### config.mk
export PLATFORM = sky130hd
export DESIGN_NAME = esc_merge
export DESIGN_NICKNAME = d
export VERILOG_FILES = /design/src/rtl/core/extent_sort_and_coalesce_top_defines.svh /design/src/rtl/core/esc_pkg.sv /design/src/rtl/core/esc_merge.sv
export SDC_FILE = /design/constraint.sdc
export NUM_CORES = 1
export LEC_CHECK = 0
export BUFFER_PORTS_ARGS = -buffer_cell sky130_fd_sc_hd__buf_2
export CAP_MARGIN = 40
export CORE_MARGIN = 2
export CORE_UTILIZATION = 55
export DETAILED_ROUTE_END_ITERATION = 10
export PLACE_DENSITY = 0.79
export SLEW_MARGIN = 20
export SYNTH_ARGS = -nofsm -noshare
export SYNTH_HDL_FRONTEND = slang
export SYNTH_SLANG_ARGS = --single-unit
export TNS_END_PERCENT = 20
### constraint.sdc
create_clock -name clock -period 4.3 [get_ports clock]
set_input_delay 0.43 -clock clock [delete_from_list [all_inputs] [get_ports clock]]
set_output_delay 0.43 -clock clock [all_outputs]
set_load 0.05 [all_outputs]
### src/rtl/core/extent_sort_and_coalesce_top_defines.svh
// Assertion helpers for extent_sort_and_coalesce_top.sv, the one file that checks its own logic.
`ifndef EXTENT_SORT_AND_COALESCE_TOP_DEFINES_SVH
`define EXTENT_SORT_AND_COALESCE_TOP_DEFINES_SVH

`define ESC_ASSERT_SAME(label, clk, rst, ante, cons, msg) \
   label: assert property (@(posedge clk) disable iff (rst) (ante) |-> (cons)) else $error(msg);

`define ESC_ASSERT_NEXT(label, clk, rst, ante, cons, msg) \
   label: assert property (@(posedge clk) disable iff (rst) (ante) |=> (cons)) else $error(msg);

`endif

### src/rtl/core/esc_pkg.sv
package esc_pkg;

   localparam int CNT_W = 7;

   typedef struct packed {
      logic             done;
      logic [CNT_W-1:0] surv;
      logic [CNT_W-1:0] ovl;
   } merge_stat_type;

endpackage

### src/rtl/core/esc_merge.sv
module esc_merge #(
   parameter int ENTRIES = 64,
   parameter int AW      = 48
) (
   input  logic                         clock,
   input  logic                         reset,
   input  logic                         go,
   input  logic [AW-1:0]                head_start,
   input  logic [AW-1:0]                head_len,
   input  logic [esc_pkg::CNT_W-1:0]    chain_count,
   output logic                         pop,
   output logic                         wr_en,
   output logic [$clog2(ENTRIES)-1:0]   wr_addr,
   output logic [2*AW-1:0]              wr_data,
   output esc_pkg::merge_stat_type      stat
);

   localparam int CW = esc_pkg::CNT_W;
   localparam logic [AW-1:0] LEN_MAX = {AW{1'b1}};

   typedef enum logic [1:0] {
      IDLE,
      WALK,
      FLUSH
   } state_type;

   state_type     state_ff, state_in;
   logic [AW-1:0] ref_start_ff, ref_start_in;
   logic [AW-1:0] ref_len_ff, ref_len_in;
   logic [AW:0]   ref_end_ff, ref_end_in;
   logic          have_ref_ff, have_ref_in;
   logic [CW-1:0] surv_ff, surv_in;
   logic [CW-1:0] ovl_ff, ovl_in;
   logic [AW-1:0] room;
   logic          sat;
   logic [AW:0]   head_end;
   logic [AW:0]   head_ext;

   assign room     = LEN_MAX - ref_len_ff;
   assign sat      = head_len > room;
   assign head_ext = {1'b0, head_start};
   assign head_end = head_ext + {1'b0, head_len};

   always_comb begin
      state_in     = state_ff;
      ref_start_in = ref_start_ff;
      ref_len_in   = ref_len_ff;
      ref_end_in   = ref_end_ff;
      have_ref_in  = have_ref_ff;
      surv_in      = surv_ff;
      ovl_in       = ovl_ff;
      pop          = 1'b0;
      wr_en        = 1'b0;
      unique case (state_ff)
         IDLE: begin
            if (go) begin
               state_in    = WALK;
               have_ref_in = 1'b0;
               surv_in     = '0;
               ovl_in      = '0;
            end
         end
         WALK: begin
            if (chain_count != '0) begin
               pop = 1'b1;
               if (!have_ref_ff) begin
                  have_ref_in  = 1'b1;
                  ref_start_in = head_start;
                  ref_len_in   = head_len;
                  ref_end_in   = head_end;
               end else if (ref_end_ff != head_ext) begin
                  wr_en        = (ref_len_ff != '0);
                  surv_in      = surv_ff + CW'(wr_en);
                  ref_start_in = head_start;
                  if (ref_end_ff > head_ext) begin
                     ovl_in     = ovl_ff + CW'(1);
                     ref_len_in = '0;
                     ref_end_in = head_ext;
                  end else begin
                     ref_len_in = head_len;
                     ref_end_in = head_end;
                  end
               end else begin
                  if (sat) begin
                     ref_len_in = LEN_MAX;
                     ref_end_in = {1'b0, ref_start_ff} + {1'b0, LEN_MAX};
                  end else begin
                     ref_len_in = ref_len_ff + head_len;
                     ref_end_in = ref_end_ff + {1'b0, head_len};
                  end
               end
            end else begin
               state_in = FLUSH;
            end
         end
         FLUSH: begin
            wr_en    = have_ref_ff && (ref_len_ff != '0);
            surv_in  = surv_ff + CW'(wr_en);
            state_in = IDLE;
         end
         default: begin
            state_in = IDLE;
         end
      endcase
   end

   always_ff @(posedge clock) begin
      if (reset) begin
         state_ff    <= IDLE;
         have_ref_ff <= 1'b0;
         surv_ff     <= '0;
         ovl_ff      <= '0;
      end else begin
         state_ff    <= state_in;
         have_ref_ff <= have_ref_in;
         surv_ff     <= surv_in;
         ovl_ff      <= ovl_in;
      end
      ref_start_ff <= ref_start_in;
      ref_len_ff   <= ref_len_in;
      ref_end_ff   <= ref_end_in;
   end

   assign wr_addr   = surv_ff[$clog2(ENTRIES)-1:0];
   assign wr_data   = {ref_start_ff, ref_len_ff};
   assign stat.done = (state_ff == FLUSH);
   assign stat.surv = surv_in;
   assign stat.ovl  = ovl_ff;

endmodule

==> summary.md <==
| Metric | Value |
|---|---|
| Top cells by count, synth | 218 x a21oi_1, 216 x nand2_1, 203 x ha_1 |
| GR Layer Usage met3 | between 5 and 6% |
| Routability Congestion | approximately 1.0 |
| Fin crit period | roughly 4300 ps |
| Wirelength per Cell | about 23 um |
| Post-synth EDFFs | 145 |
| Chip Width | approximately 180 um |
| Post-synth top flop | edfxtp_1 |
| Post-DRT Antenna Nets | 0 |
| Core footprint | 31300 um^2 |
| CP Capture Point | stat[9] |
| Cell area after layout | about 20000 um^2 |
| Setup slack, reg-to-reg | between 150 and 200 ps |
| Initial antenna violation count | 0 |
| Final setup viols | 0 |
| RSZ-0062 raised after global routing | yes |
| H-tree level count | 4 |
| PortBufs | 224 |
| Num CTS Buffers | 17 |
| Crit. Startpoint | ref_len_ff[40]$_DFFE_PP_ |
| Worst VDD drop | 0.290 mV |
| Status | finished, final reports clean |
| Vias in the first global route | 17022 |
| Hold Path Depth | 1 |
| Setup crit end kind | primary output |
| Critical R2R Launch | ref_len_ff[0]$_DFFE_PP_ |
| Clock buffer depth | 2 |
| Synth Cell Area | between 15000 and 20000 um^2 |
| M2 GR Usage | 60.3% |
| Synth Warn # | 0 |
| WS Path Type | reg -> out |
| Dpl cell area | 19200 um^2 |
| N_diodes | 0 |
| Post-synth top area cell | edfxtp_1 |
| Mapped Nets | 2432 |
| Layout area overhead | 13.9% |
| Root Driver | clkbuf_16 |
| Hold Vio Cnt, Final | 0 |
| IO Count | 225 |
| Sequential element share of the synthesized area | around 27% |
| Via/cell ratio | approximately 6.6 |
| Die Y | between 150 and 200 um |
| Worst hold path type | in -> reg |
| Skew final | around 14 ps |
| Residual DRC | 0 |
| Unique masters post-synth | 77 |
| Most frequent cell after synthesis | a21oi_1 |
| Flops & latches, synth | between 150 and 200 |
| Post-synth ARST share | 0% |
| Actual slew at the worst max-slew pin | slightly below 800 ps |
| First-pass GRT wire length | 96600 um |
| Syn Inst Count | around 2100 |
| Critical Path Start Type | register |
| Most used routing layer | met2 |
| Crit Path Max Fanout | 3 |
| Setup TNS | 0 ps |
| Drt total wl | about 63000 um |
| Hold buffers post-CTS | 0 |
| DP HPWL | roughly 50000 um |
| Tcrit/Tclk final | between 90 and 100% |
| All-Layer GR Usage | between 30% and 40% |
| Die area | 33100 um^2 |
| Pin count of the biggest net entering global routing | approximately 80 |
| Max Fclk | ~230 MHz |
| CTS tree | built |
| Initial DRC Count | about 2100 |
| Maxcap violations | 0 |
| CTS sink count | about 160 |
| Top cells by area, synth | edfxtp_1 25%, ha_1 15%, a21oi_1 6.3% |
| Layout cells sized above 1 | between 10% and 20% |
| Leakage power | roughly 0.009 uW |
| Reg2reg path depth | 17 |
| Final slew viol count | 0 |
| Top-area cell type share of the netlist area | between 20% and 30% |
| Arr. time, crit path | 3840 ps |
| WP data required | between 3000 and 4000 ps |
| Clock Pin Slew Worst Setup and Hold Paths | roughly 70 ps |
| Rows | 65 |
| Slew HR | between 40% and 50% |
| Clock Latency Late Sink | roughly 470 ps |
| Via count | around 18000 |
| Fill count | approximately 2700 |
| Drt pass-1 iters | 5 |
| Met1 Usage GRT | approximately half |
| RR Endpoint | ref_len_ff[44]$_DFFE_PP_ |
| Nets | roughly 2700 |
| GRT overflow | 0 |
| Power density cells | approximately 320 nW/um^2 |
| Avg Inst Size Synth | 8.20 um^2 |
| Initial core utilization | roughly 56% |
==> worst min path at each step <==
stage	startpoint	to	slack (ps)
2_1_floorplan	reset	surv_ff[0]$_SDFF_PP0_	500
3_3_place_gp	ovl_ff[4]$_SDFFE_PP0P_	ovl_ff[4]$_SDFFE_PP0P_	480
3_5_place_dp	ovl_ff[4]$_SDFFE_PP0P_	ovl_ff[4]$_SDFFE_PP0P_	480
4_1_cts	head_start[47]	ref_start_ff[47]$_DFFE_PP_	170
5_1_grt	head_start[47]	ref_start_ff[47]$_DFFE_PP_	180
6_report	head_start[47]	ref_start_ff[47]$_DFFE_PP_	180
==> critical path, stage by stage, from the launching register on <==
cell	delay [ps]
edfxtp_1	460
nor4_2	360
buf_2	220
nand4_1	310
nor3_4	410
inv_1	80
ha_1	210
ha_1	200
nand2_1	110
mux2_2	340
a222oi_1	380
inv_1	80
buf_2	220
==> routing by layer <==
layer	part of all wire, %	vias to the layer above
li1	-	8384
met3	9.1	196
met5	0	-
met1	41	8473
met4	5.3	0
met2	45	1058
==> report_power, final <==
part | leakage, uW | switching, uW | internal (uW)
combinational | 0.00710 | 1770 | 1020
sequential | 0.00149 | 122 | 1910
clock | 0.000271 | 742 | 746
==> sequential cells by signal (all words and copies together) (netlist names) <==
name	count
surv_ff	7
have_ref_ff	1
ovl_ff	7
state_ff	2
ref_len_ff	48
ref_start_ff	48
ref_end_ff	49
==> cell families after synthesis <==
logic type,Yosys count,synth area share [%]
and+or+nand+nor,645,18.0
xor gates and xnor gates,166,8.36
buffers and inverters,181,4.06
DFF,162,27.0
adders and majority gates,206,14.9
AOI/OAI and AO/OA,747,26.9
muxes,13,0.791
==> cell type report <==
type	instances	area (um^2)	share of cell area, %
multi-input combinational	1777	12100	61.0
sequential	162	4690	23.7
timing repair buffer	284	1630	8.24
tap	402	503	2.54
clock buffer	18	429	2.17
inverter	97	368	1.86
clock inverter	14	100	0.505
==> through the flow <==
stage | power, uW | utilization, % | hold WS [ps] | std cells | setup slack, ps
3_3_place_gp | 4710 | 61.4 | 482 | 2721 | -317
3_5_place_dp | 4760 | 61.4 | 480 | 2722 | 203
2_1_floorplan | 3960 | - | 502 | 2120 | 149
5_1_grt | 6610 | 63.3 | 177 | 2754 | -75.2
4_1_cts | 6240 | 63.2 | 166 | 2754 | 54.9
6_report | 6310 | 63.3 | 182 | 2754 | 35.0
==> cells in the final DEF, fill, tap and decap left out, types with 17 or more instances in the layout <==
cell         n
edfxtp_1   145
inv_1       95
xor2_1      68
nor2_1     132
nand3_1     44
nand4_1     33
clkbuf_16   17
dfxtp_1     17
o21a_1      17
buf_2      225
o21ai_0    176
nand2_1    216
nor4_1      27
a31oi_1     26
xnor2_1     98
buf_4       54
and3_1      23
ha_1       203
nor2b_1     34
o21bai_1    20
a22oi_1     22
o22ai_1     28
nand2b_1    26
a211oi_1    18
a21oi_1    218
nor3_1      38
or3_1       17
a21o_1     110
==> what timing repair did <==
action                     CTS  global route
hold endpoints to repair     0             0
buffers inserted             0             0
setup endpoints to repair    5             6
resized for setup            4             4
Power figures use the tool's default switching activity.
