## src/rtl/core/extent_sort_and_coalesce_top_defines.svh

```systemverilog
// Assertion helpers for extent_sort_and_coalesce_top.sv, the one file that checks its own logic.
`ifndef EXTENT_SORT_AND_COALESCE_TOP_DEFINES_SVH
`define EXTENT_SORT_AND_COALESCE_TOP_DEFINES_SVH

`define ESC_ASSERT_SAME(label, clk, rst, ante, cons, msg) \
   label: assert property (@(posedge clk) disable iff (rst) (ante) |-> (cons)) else $error(msg);

`define ESC_ASSERT_NEXT(label, clk, rst, ante, cons, msg) \
   label: assert property (@(posedge clk) disable iff (rst) (ante) |=> (cons)) else $error(msg);

`endif

```

## src/rtl/core/esc_pkg.sv

```systemverilog
package esc_pkg;

   localparam int CNT_W = 7;

   typedef struct packed {
      logic             done;
      logic [CNT_W-1:0] surv;
      logic [CNT_W-1:0] ovl;
   } merge_stat_type;

endpackage

```

## src/rtl/core/esc_emit.sv

```systemverilog
module esc_emit #(
   parameter int ENTRIES = 64,
   parameter int AW      = 48
) (
   input  logic                        clock,
   input  logic                        reset,
   input  esc_pkg::merge_stat_type     stat,
   output logic                        rd_en,
   output logic [$clog2(ENTRIES)-1:0]  rd_addr,
   input  logic [2*AW-1:0]             rd_data,
   output logic                        strobe,
   output logic [47:0]                 out_start,
   output logic [47:0]                 out_length,
   output logic                        valid_res,
   output logic                        final_res,
   output logic [esc_pkg::CNT_W-1:0]   overlap_count
);

   localparam int CW = esc_pkg::CNT_W;

   typedef enum logic {
      IDLE,
      RUN
   } state_type;

   state_type     state_ff, state_in;
   logic [CW-1:0] issue_ff, issue_in;
   logic [CW-1:0] surv_ff, surv_in;
   logic [CW-1:0] ovl_ff, ovl_in;
   logic          strobe_ff, strobe_in;
   logic          empty_ff, empty_in;
   logic          fin_ff, fin_in;

   always_comb begin
      state_in  = state_ff;
      issue_in  = issue_ff;
      surv_in   = surv_ff;
      ovl_in    = ovl_ff;
      strobe_in = 1'b0;
      empty_in  = 1'b0;
      fin_in    = 1'b0;
      rd_en     = 1'b0;
      unique case (state_ff)
         IDLE: begin
            if (stat.done) begin
               surv_in  = stat.surv;
               ovl_in   = stat.ovl;
               issue_in = '0;
               if (stat.surv == '0) begin
                  strobe_in = 1'b1;
                  empty_in  = 1'b1;
                  fin_in    = 1'b1;
               end else begin
                  state_in = RUN;
               end
            end
         end
         RUN: begin
            rd_en     = 1'b1;
            strobe_in = 1'b1;
            issue_in  = issue_ff + CW'(1);
            if (issue_ff == surv_ff - CW'(1)) begin
               fin_in   = 1'b1;
               state_in = IDLE;
            end
         end
         default: begin
            state_in = IDLE;
         end
      endcase
   end

   always_ff @(posedge clock) begin
      if (reset) begin
         state_ff  <= IDLE;
         strobe_ff <= 1'b0;
         empty_ff  <= 1'b0;
         fin_ff    <= 1'b0;
      end else begin
         state_ff  <= state_in;
         strobe_ff <= strobe_in;
         empty_ff  <= empty_in;
         fin_ff    <= fin_in;
      end
      issue_ff <= issue_in;
      surv_ff  <= surv_in;
      ovl_ff   <= ovl_in;
   end

   assign rd_addr       = issue_ff[$clog2(ENTRIES)-1:0];
   assign strobe        = strobe_ff;
   assign out_start     = empty_ff ? '0 : 48'(rd_data[2*AW-1:AW]);
   assign out_length    = empty_ff ? '0 : 48'(rd_data[AW-1:0]);
   assign valid_res     = !empty_ff;
   assign final_res     = fin_ff;
   assign overlap_count = ovl_ff;

endmodule

```

## config.mk

```make
export PLATFORM = sky130hd
export DESIGN_NAME = esc_emit
export DESIGN_NICKNAME = d
export VERILOG_FILES = /design/src/rtl/core/extent_sort_and_coalesce_top_defines.svh /design/src/rtl/core/esc_pkg.sv /design/src/rtl/core/esc_emit.sv
export SDC_FILE = /design/constraint.sdc
export NUM_CORES = 1
export LEC_CHECK = 0
export ABC_AREA = 1
export BUFFER_PORTS_ARGS = -buffer_cell sky130_fd_sc_hd__buf_2
export CAP_MARGIN = 10
export CORE_AREA = 2 2 89 91
export CTS_BUF_LIST = sky130_fd_sc_hd__clkbuf_4 sky130_fd_sc_hd__clkbuf_8
export CTS_CLUSTER_SIZE = 30
export DETAILED_ROUTE_END_ITERATION = 8
export DIE_AREA = 0 0 91 93
export GPL_TIMING_DRIVEN = 0
export PLACE_DENSITY = 0.66
export SYNTH_ARGS = -nofsm -noshare
export SYNTH_HDL_FRONTEND = slang
export SYNTH_SLANG_ARGS = --single-unit
```

## constraint.sdc

```tcl
create_clock -name clock -period 1.7 [get_ports clock]
set_input_delay 0.425 -clock clock [delete_from_list [all_inputs] [get_ports clock]]
set_output_delay 0.425 -clock clock [all_outputs]
set_load 0.01 [all_outputs]
```

==> reports/qor.yml, run 1 <==
status:
  status: "finished clean"
clocking:
  cts_made_buffers: 3
  clk_latency_ns: 0.26
  clkSinkCount: 25
  htree_num_levels: 1
  cts_hold_buffers: 0
  cts_tree: "built"
  cts_root_buffer: "clkbuf_8"
  clk_path_buf_depth: 2
  clkSlewWorstSetupHoldPaths_ns: 0.08
finish:
  instances_no_fill: 677
  final_common_cell: "buf_2"
  area_growth_pct: 69.2
  mostFrequentLayoutCells: "226 x buf_2, 117 x inv_1, 108 x nor2_1"
  drive_above_1_share_pct: 45.4
  layout.nets: 689
  fill_cells: 767
  design_area_sq_um: 3390
power_and_ir_drop:
  power_density_nw_per_um2: 507
  sw_frac_of_total_pct: 31.8
  p_comb_share_pct: 35.9
  ir_drop_mv: 0.535
  intPower_mw: 1.17
  clkPwrFrac_pct: 20.0
  p_leak_nw: 2.29
  pwr-share-seq_pct: 44.1
  p_switching_uw: 546
placed_design:
  post-dp-hpwl_mm: 6.73
  dpl-instance-area_sq_um: 3260
  dp.cells: 670
  port_buffers: 225
  gp_congestion: 0.761
timing:
  fmaxAchievable_mhz: 612
  hold_viol: 0
  rsz0062_at_grt: "no"
  slew_headroom_pct: 51.5
  period_needed_ns: 1.63
  period_share_pct: 96.1
  finClkSkew_ns: 0.00114
  worst_pin_slew_ns: 0.726
  setup_viol: 0
  drv_slew: 0
floorplanning:
  design.core.area_sq_um: 7530
  die_w_um: 91
  initial_utilization_pct: 26.6
  ioPinCount: 226
  die-height_um: 93
  rows: 32
  die_area_sq_um: 8460
drt:
  via_per_inst: 3.90
  wire_per_inst_um: 11.5
  drt_iter0_drc: 54
  routed_wl_mm: 7.79
  ant_nets: 0
  dr_total_vias: 2641
  drt_first_pass_iters: 4
  drc_errors: 0
flow_run:
  cap_viol_max_count: 0
global_route:
  grt_pass1_wl_mm: 11.5
  grt_pass1_vias: 2374
  grt_max_degree: 16
  antenna_found_initial: 2
  gr-total-overflow: 0
  track_usage_pct: 16.6
synthesis:
  yosysSeqAreaShare_pct: 35.5
  netlist_instances: 343
  synth_edf_count: 21
  ys_ff_latch: 25
  synth_cell_types: 20
  synth-async-reset-ratio_pct: 0
  synthesis.area_sq_um: 2000
  synth_area_per_cell_sq_um: 5.84
  synth_nets: 458
  synthFlopType: "edfxtp_1"
  yosysWarningCount: 0
worst_hold_path:
  hp-class: "primary input to flip-flop"
worst_setup_path:
  required_ns: 1.27
  cpMostUsedCell: "buf_6"
  cpPeakStageDelay_ns: 0.38
  cpMaxStageDelayCell: "dfxtp_4"
  critical_path.cell_chain: "buf_6, buf_6, nor2_1, buf_2"
  path_max_fanout: 10
  crit_path_end_kind: "output port"
  path_class: "flip-flop to output port"
  cp-start-kind: "flip-flop"
  critPathArrivalTime_ns: 1.21
-- routing by layer --
layer  part of all wire [%]  vias up  GRT usage (%)
li1                       -     1407              -
met1                     39     1098           18.1
met4                   0.21        0           1.89
met3                     11        2           5.96
met2                     50      134           31.7
met5                      0        -              0
-- metrics by stage --
stage	setup WS, ns	power [mW]	hold WS [ns]	util (%)	setup TNS, ns
floorplan	0.176	1.06	0.494	-	0
global placement	-0.191	1.37	0.556	43.3	-5.27
detailed placement	-0.226	1.38	0.552	43.3	-4.89
CTS	0.000681	1.72	0.323	44.2	0
global route	0.00582	1.82	0.316	44.9	0
finish	0.0670	1.72	0.328	45.0	0
-- repair_timing --
action / CTS / global route
resized for setup: 12 / 19
setup endpoints to repair: 112 / 58
setup buffers: 0 / 2
-- worst max-delay path, delay by kind of cell, from the launching register on --
| family | cells | cell delay (ns) |
|---|---|---|
| simple gates | 1 | 0.13 |
| buf+inv | 3 | 0.44 |
| flops | 1 | 0.38 |
-- logic make-up after synthesis --
| logic type | synth area share, % |
|---|---|
| AND/OR/NAND/NOR | 32.9 |
| buffers and inverters | 26.7 |
| flip-flops | 35.5 |
| AO/OA/AOI/OAI | 2.81 |
| XOR/XNOR | 0.875 |
| adder cells (fa/ha/maj) | 1.25 |
-- power groups by stage --
| stage | combinational, mW | sequential, mW | clock [mW] |
|---|---|---|---|
| after floorplan | 0.291 | 0.768 | 0 |
| final | 0.617 | 0.757 | 0.344 |
| after global routing | 0.691 | 0.764 | 0.367 |
| after CTS | 0.611 | 0.757 | 0.349 |
| after detailed placement | 0.607 | 0.773 | 0 |
| after global placement | 0.597 | 0.770 | 0 |
-- synthesized netlist by cell type (2+ instances only) --
| library cell | count | area share (%) |
|---|---|---|
| edfxtp_1 | 21 | 31 |
| buf_4 | 6 | 2.2 |
| nand2_1 | 41 | 7.7 |
| nand3_1 | 8 | 2.0 |
| clkbuf_1 | 7 | 1.3 |
| dfxtp_1 | 4 | 4.0 |
| nor2_1 | 116 | 22 |
| inv_1 | 118 | 22 |
| a21oi_1 | 4 | 1.0 |
| o21ai_0 | 4 | 1.0 |
| ha_1 | 2 | 1.2 |
| buf_2 | 4 | 1.0 |
-- path summary, 6_finish.rpt --
path	start	endpoint	slack, ns	cells past startpoint
worst max-delay path	empty_ff	out_length[23]	0.07	4
worst min-delay path	stat[0]	overlap_count[0]	0.33	1
worst max register to register	surv_ff[0]	final_res	0.19	10
worst min register to register	state_ff	empty_ff	0.57	1
-- layout make-up --
cell class / instances / area, sq um / share of cell area (%)
Multi-Input combinational cell: 183 / 790 / 23.3
Clock buffer: 3 / 41.3 / 1.22
Buffer: 16 / 120 / 3.55
Clock inverter: 1 / 5.00 / 0.148
Inverter: 118 / 443 / 13.1
Sequential cell: 25 / 714 / 21.1
Tap cell: 102 / 128 / 3.77
Timing Repair Buffer: 227 / 1140 / 33.7
Antenna cell: 2 / 5.00 / 0.148
-- registers in the layout, summed over array words and instances (netlist names) --
name / flops
surv_ff: 7
state_ff: 1
overlap_count: 7
issue_ff: 7
final_res: 1
empty_ff: 1
strobe: 1
Power figures use the tool's default switching activity.
==> inputs of run 2 (changes only) <==
BUFFER_PORTS_ARGS = -buffer_cell sky130_fd_sc_hd__buf_4   (was -buffer_cell sky130_fd_sc_hd__buf_2)
clock period = 1.68 ns   (was 1.7 ns; I/O delays follow)
==> reports/qor.yml, run 2 (same netlist as run 1, synthesis figures left out) <==
finish:
  final_common_cell: "buf_4"  # was buf_2
  layout.nets: 689  # unchanged
  drive_above_1_share_pct: 45.2  # was 45.4%
  multi_input_area_sq_um: 777  # was 790 sq um
  fill_cells: 762  # was 767
  antennaDiodeCount: 0  # was 2
  area_growth_pct: 96.2  # was 69.2%
  final_core_util_pct: 52.2  # was 45.0%
  instances_no_fill: 675  # was 677
  seqCellArea_sq_um: 714  # unchanged
  mostFrequentLayoutCells: "235 x buf_4, 117 x inv_1, 109 x nor2_1"  # was 226 x buf_2, 117 x inv_1, 108 x nor2_1
timing:
  finalWorstSetupSlack_ns: 0.0586  # was 0.0670 ns
  slew_headroom_pct: 51.3  # was 51.5%
  holdWs_ns: 0.326  # was 0.328 ns
  fin_tns_setup_ns: 0  # unchanged
  fmaxAchievable_mhz: 617
  rsz0062_at_grt: "yes"  # was no
  finClkSkew_ns: 0.00523  # was 0.00114 ns
  setup_viol: 0  # unchanged
  drv_slew: 0  # unchanged
  period_share_pct: 96.5
  worst_pin_slew_ns: 0.730  # was 0.726 ns
  hold_viol: 0  # unchanged
  period_needed_ns: 1.62
worst_setup_path:
  cp-start-kind: "flip-flop"  # unchanged
  path_max_fanout: 10  # unchanged
  crit_path_end_kind: "output port"  # unchanged
  required_ns: 1.26  # was 1.27 ns
  path_class: "flip-flop to output port"  # unchanged
  cpMostUsedCell: "buf_4"  # was buf_6
  critical_path.cell_chain: "buf_6, buf_4, nor2_1, buf_4"  # was buf_6, buf_6, nor2_1, buf_2
  critPathArrivalTime_ns: 1.20  # was 1.21 ns
  cpMaxStageDelayCell: "dfxtp_4"  # unchanged
  cpPeakStageDelay_ns: 0.38  # about the same
drt:
  routed_wl_mm: 8.01  # was 7.79 mm
  via_per_inst: 3.96  # was 3.90
  dr_total_vias: 2674  # was 2641
  ant_nets: 0  # unchanged
  wire_per_inst_um: 11.9  # was 11.5 um
  drc_errors: 0  # unchanged
  drt_first_pass_iters: 4  # unchanged
  drt_iter0_drc: 59  # was 54
global_route:
  grt_max_degree: 16  # unchanged
  antenna_found_initial: 0  # was 2
  gr-total-overflow: 0  # unchanged
  track_usage_pct: 17.5  # was 16.6%
  grt_pass1_vias: 2489  # was 2374
  grt_pass1_wl_mm: 12.0  # was 11.5 mm
floorplanning:
  die_w_um: 91  # unchanged
  rows: 32  # unchanged
  initial_utilization_pct: 26.6  # unchanged
  design.core.area_sq_um: 7530  # unchanged
  die-height_um: 93  # unchanged
  ioPinCount: 226  # unchanged
  die_area_sq_um: 8460  # unchanged
placed_design:
  port_buffers: 225  # unchanged
  gp_congestion: 0.778  # was 0.761
  dp.cells: 670  # unchanged
  post-dp-hpwl_mm: 6.98  # was 6.73 mm
  preCtsSetupSlack_ns: -0.258  # was -0.226 ns
power_and_ir_drop:
  ir_drop_mv: 0.574  # was 0.535 mV
  power_density_nw_per_um2: 486  # was 507 nW/um^2
  p_leak_nw: 2.48  # was 2.29 nW
worst_hold_path:
  hp-class: "primary input to flip-flop"  # unchanged
clocking:
  cts_tree: "built"  # unchanged
  cts_hold_buffers: 0  # unchanged
  clk_path_buf_depth: 2  # unchanged
  clk_latency_ns: 0.26  # about the same
  clkSlewWorstSetupHoldPaths_ns: 0.08  # about the same
  clkSinkCount: 25  # unchanged
  cts_made_buffers: 3  # unchanged
  htree_num_levels: 1  # unchanged
  cts_root_buffer: "clkbuf_8"  # unchanged
status:
  status: "finished clean"  # unchanged
flow_run:
  cap_viol_max_count: 0  # unchanged
-- run 2: power by group --
group	internal (mW)	total [mW]	switching [mW]
clock	0.185	0.361	0.176
sequential	0.724	0.767	0.0433
combinational	0.443	0.779	0.335
-- run 2: area by class of cell --
type,instances,area share [%]
Multi-Input combinational cell,183,19.8
Sequential cell,25,18.2
Tap cell,102,3.25
Inverter,118,11.3
Clock buffer,4,1.24
Timing Repair Buffer,227,43.4
Buffer,16,2.87
-- run 2: final timing paths --
| check | start | to | slack (ns) | cells past startpoint |
|---|---|---|---|---|
| hold / removal | stat[0] | overlap_count[0] | 0.33 | 1 |
| hold reg to reg | state_ff | empty_ff | 0.57 | 1 |
| setup / recovery | empty_ff | out_length[30] | 0.06 | 4 |
| setup reg to reg | surv_ff[0] | state_ff | 0.12 | 10 |
-- run 2: metal layers --
| metal | part of all wire [%] | routed length (um) | global-route usage (%) | vias up |
|---|---|---|---|---|
| met4 | 0.29 | 23 | 2.27 | 0 |
| met1 | 37 | 2950 | 19.4 | 1139 |
| met2 | 52 | 4150 | 32.8 | 130 |
| met3 | 11 | 884 | 6.37 | 3 |
| met5 | 0 | 0 | 0 | - |
| li1 | - | - | - | 1402 |
-- run 2: metrics by stage --
stage / power (mW) / cell area (sq um)
6_report: 1.91 / 3930
3_3_place_gp: 1.54 / 3820
4_1_cts: 1.91 / 3880
2_1_floorplan: 1.07 / 2000
5_1_grt: 2.02 / 3930
3_5_place_dp: 1.55 / 3820
-- run 2: worst max-delay path: cells and delay by family (launching register included) --
kind          cells  cell delay [ns]
buf+inv           3             0.44
flops             1             0.38
simple gates      1             0.12
-- run 2: repair_timing --
action | CTS | global route
resized for setup | 11 | 14
gates cloned | 0 | 0
endpoints found under the setup margin | 112 | 53
setup buffers | 0 | 2
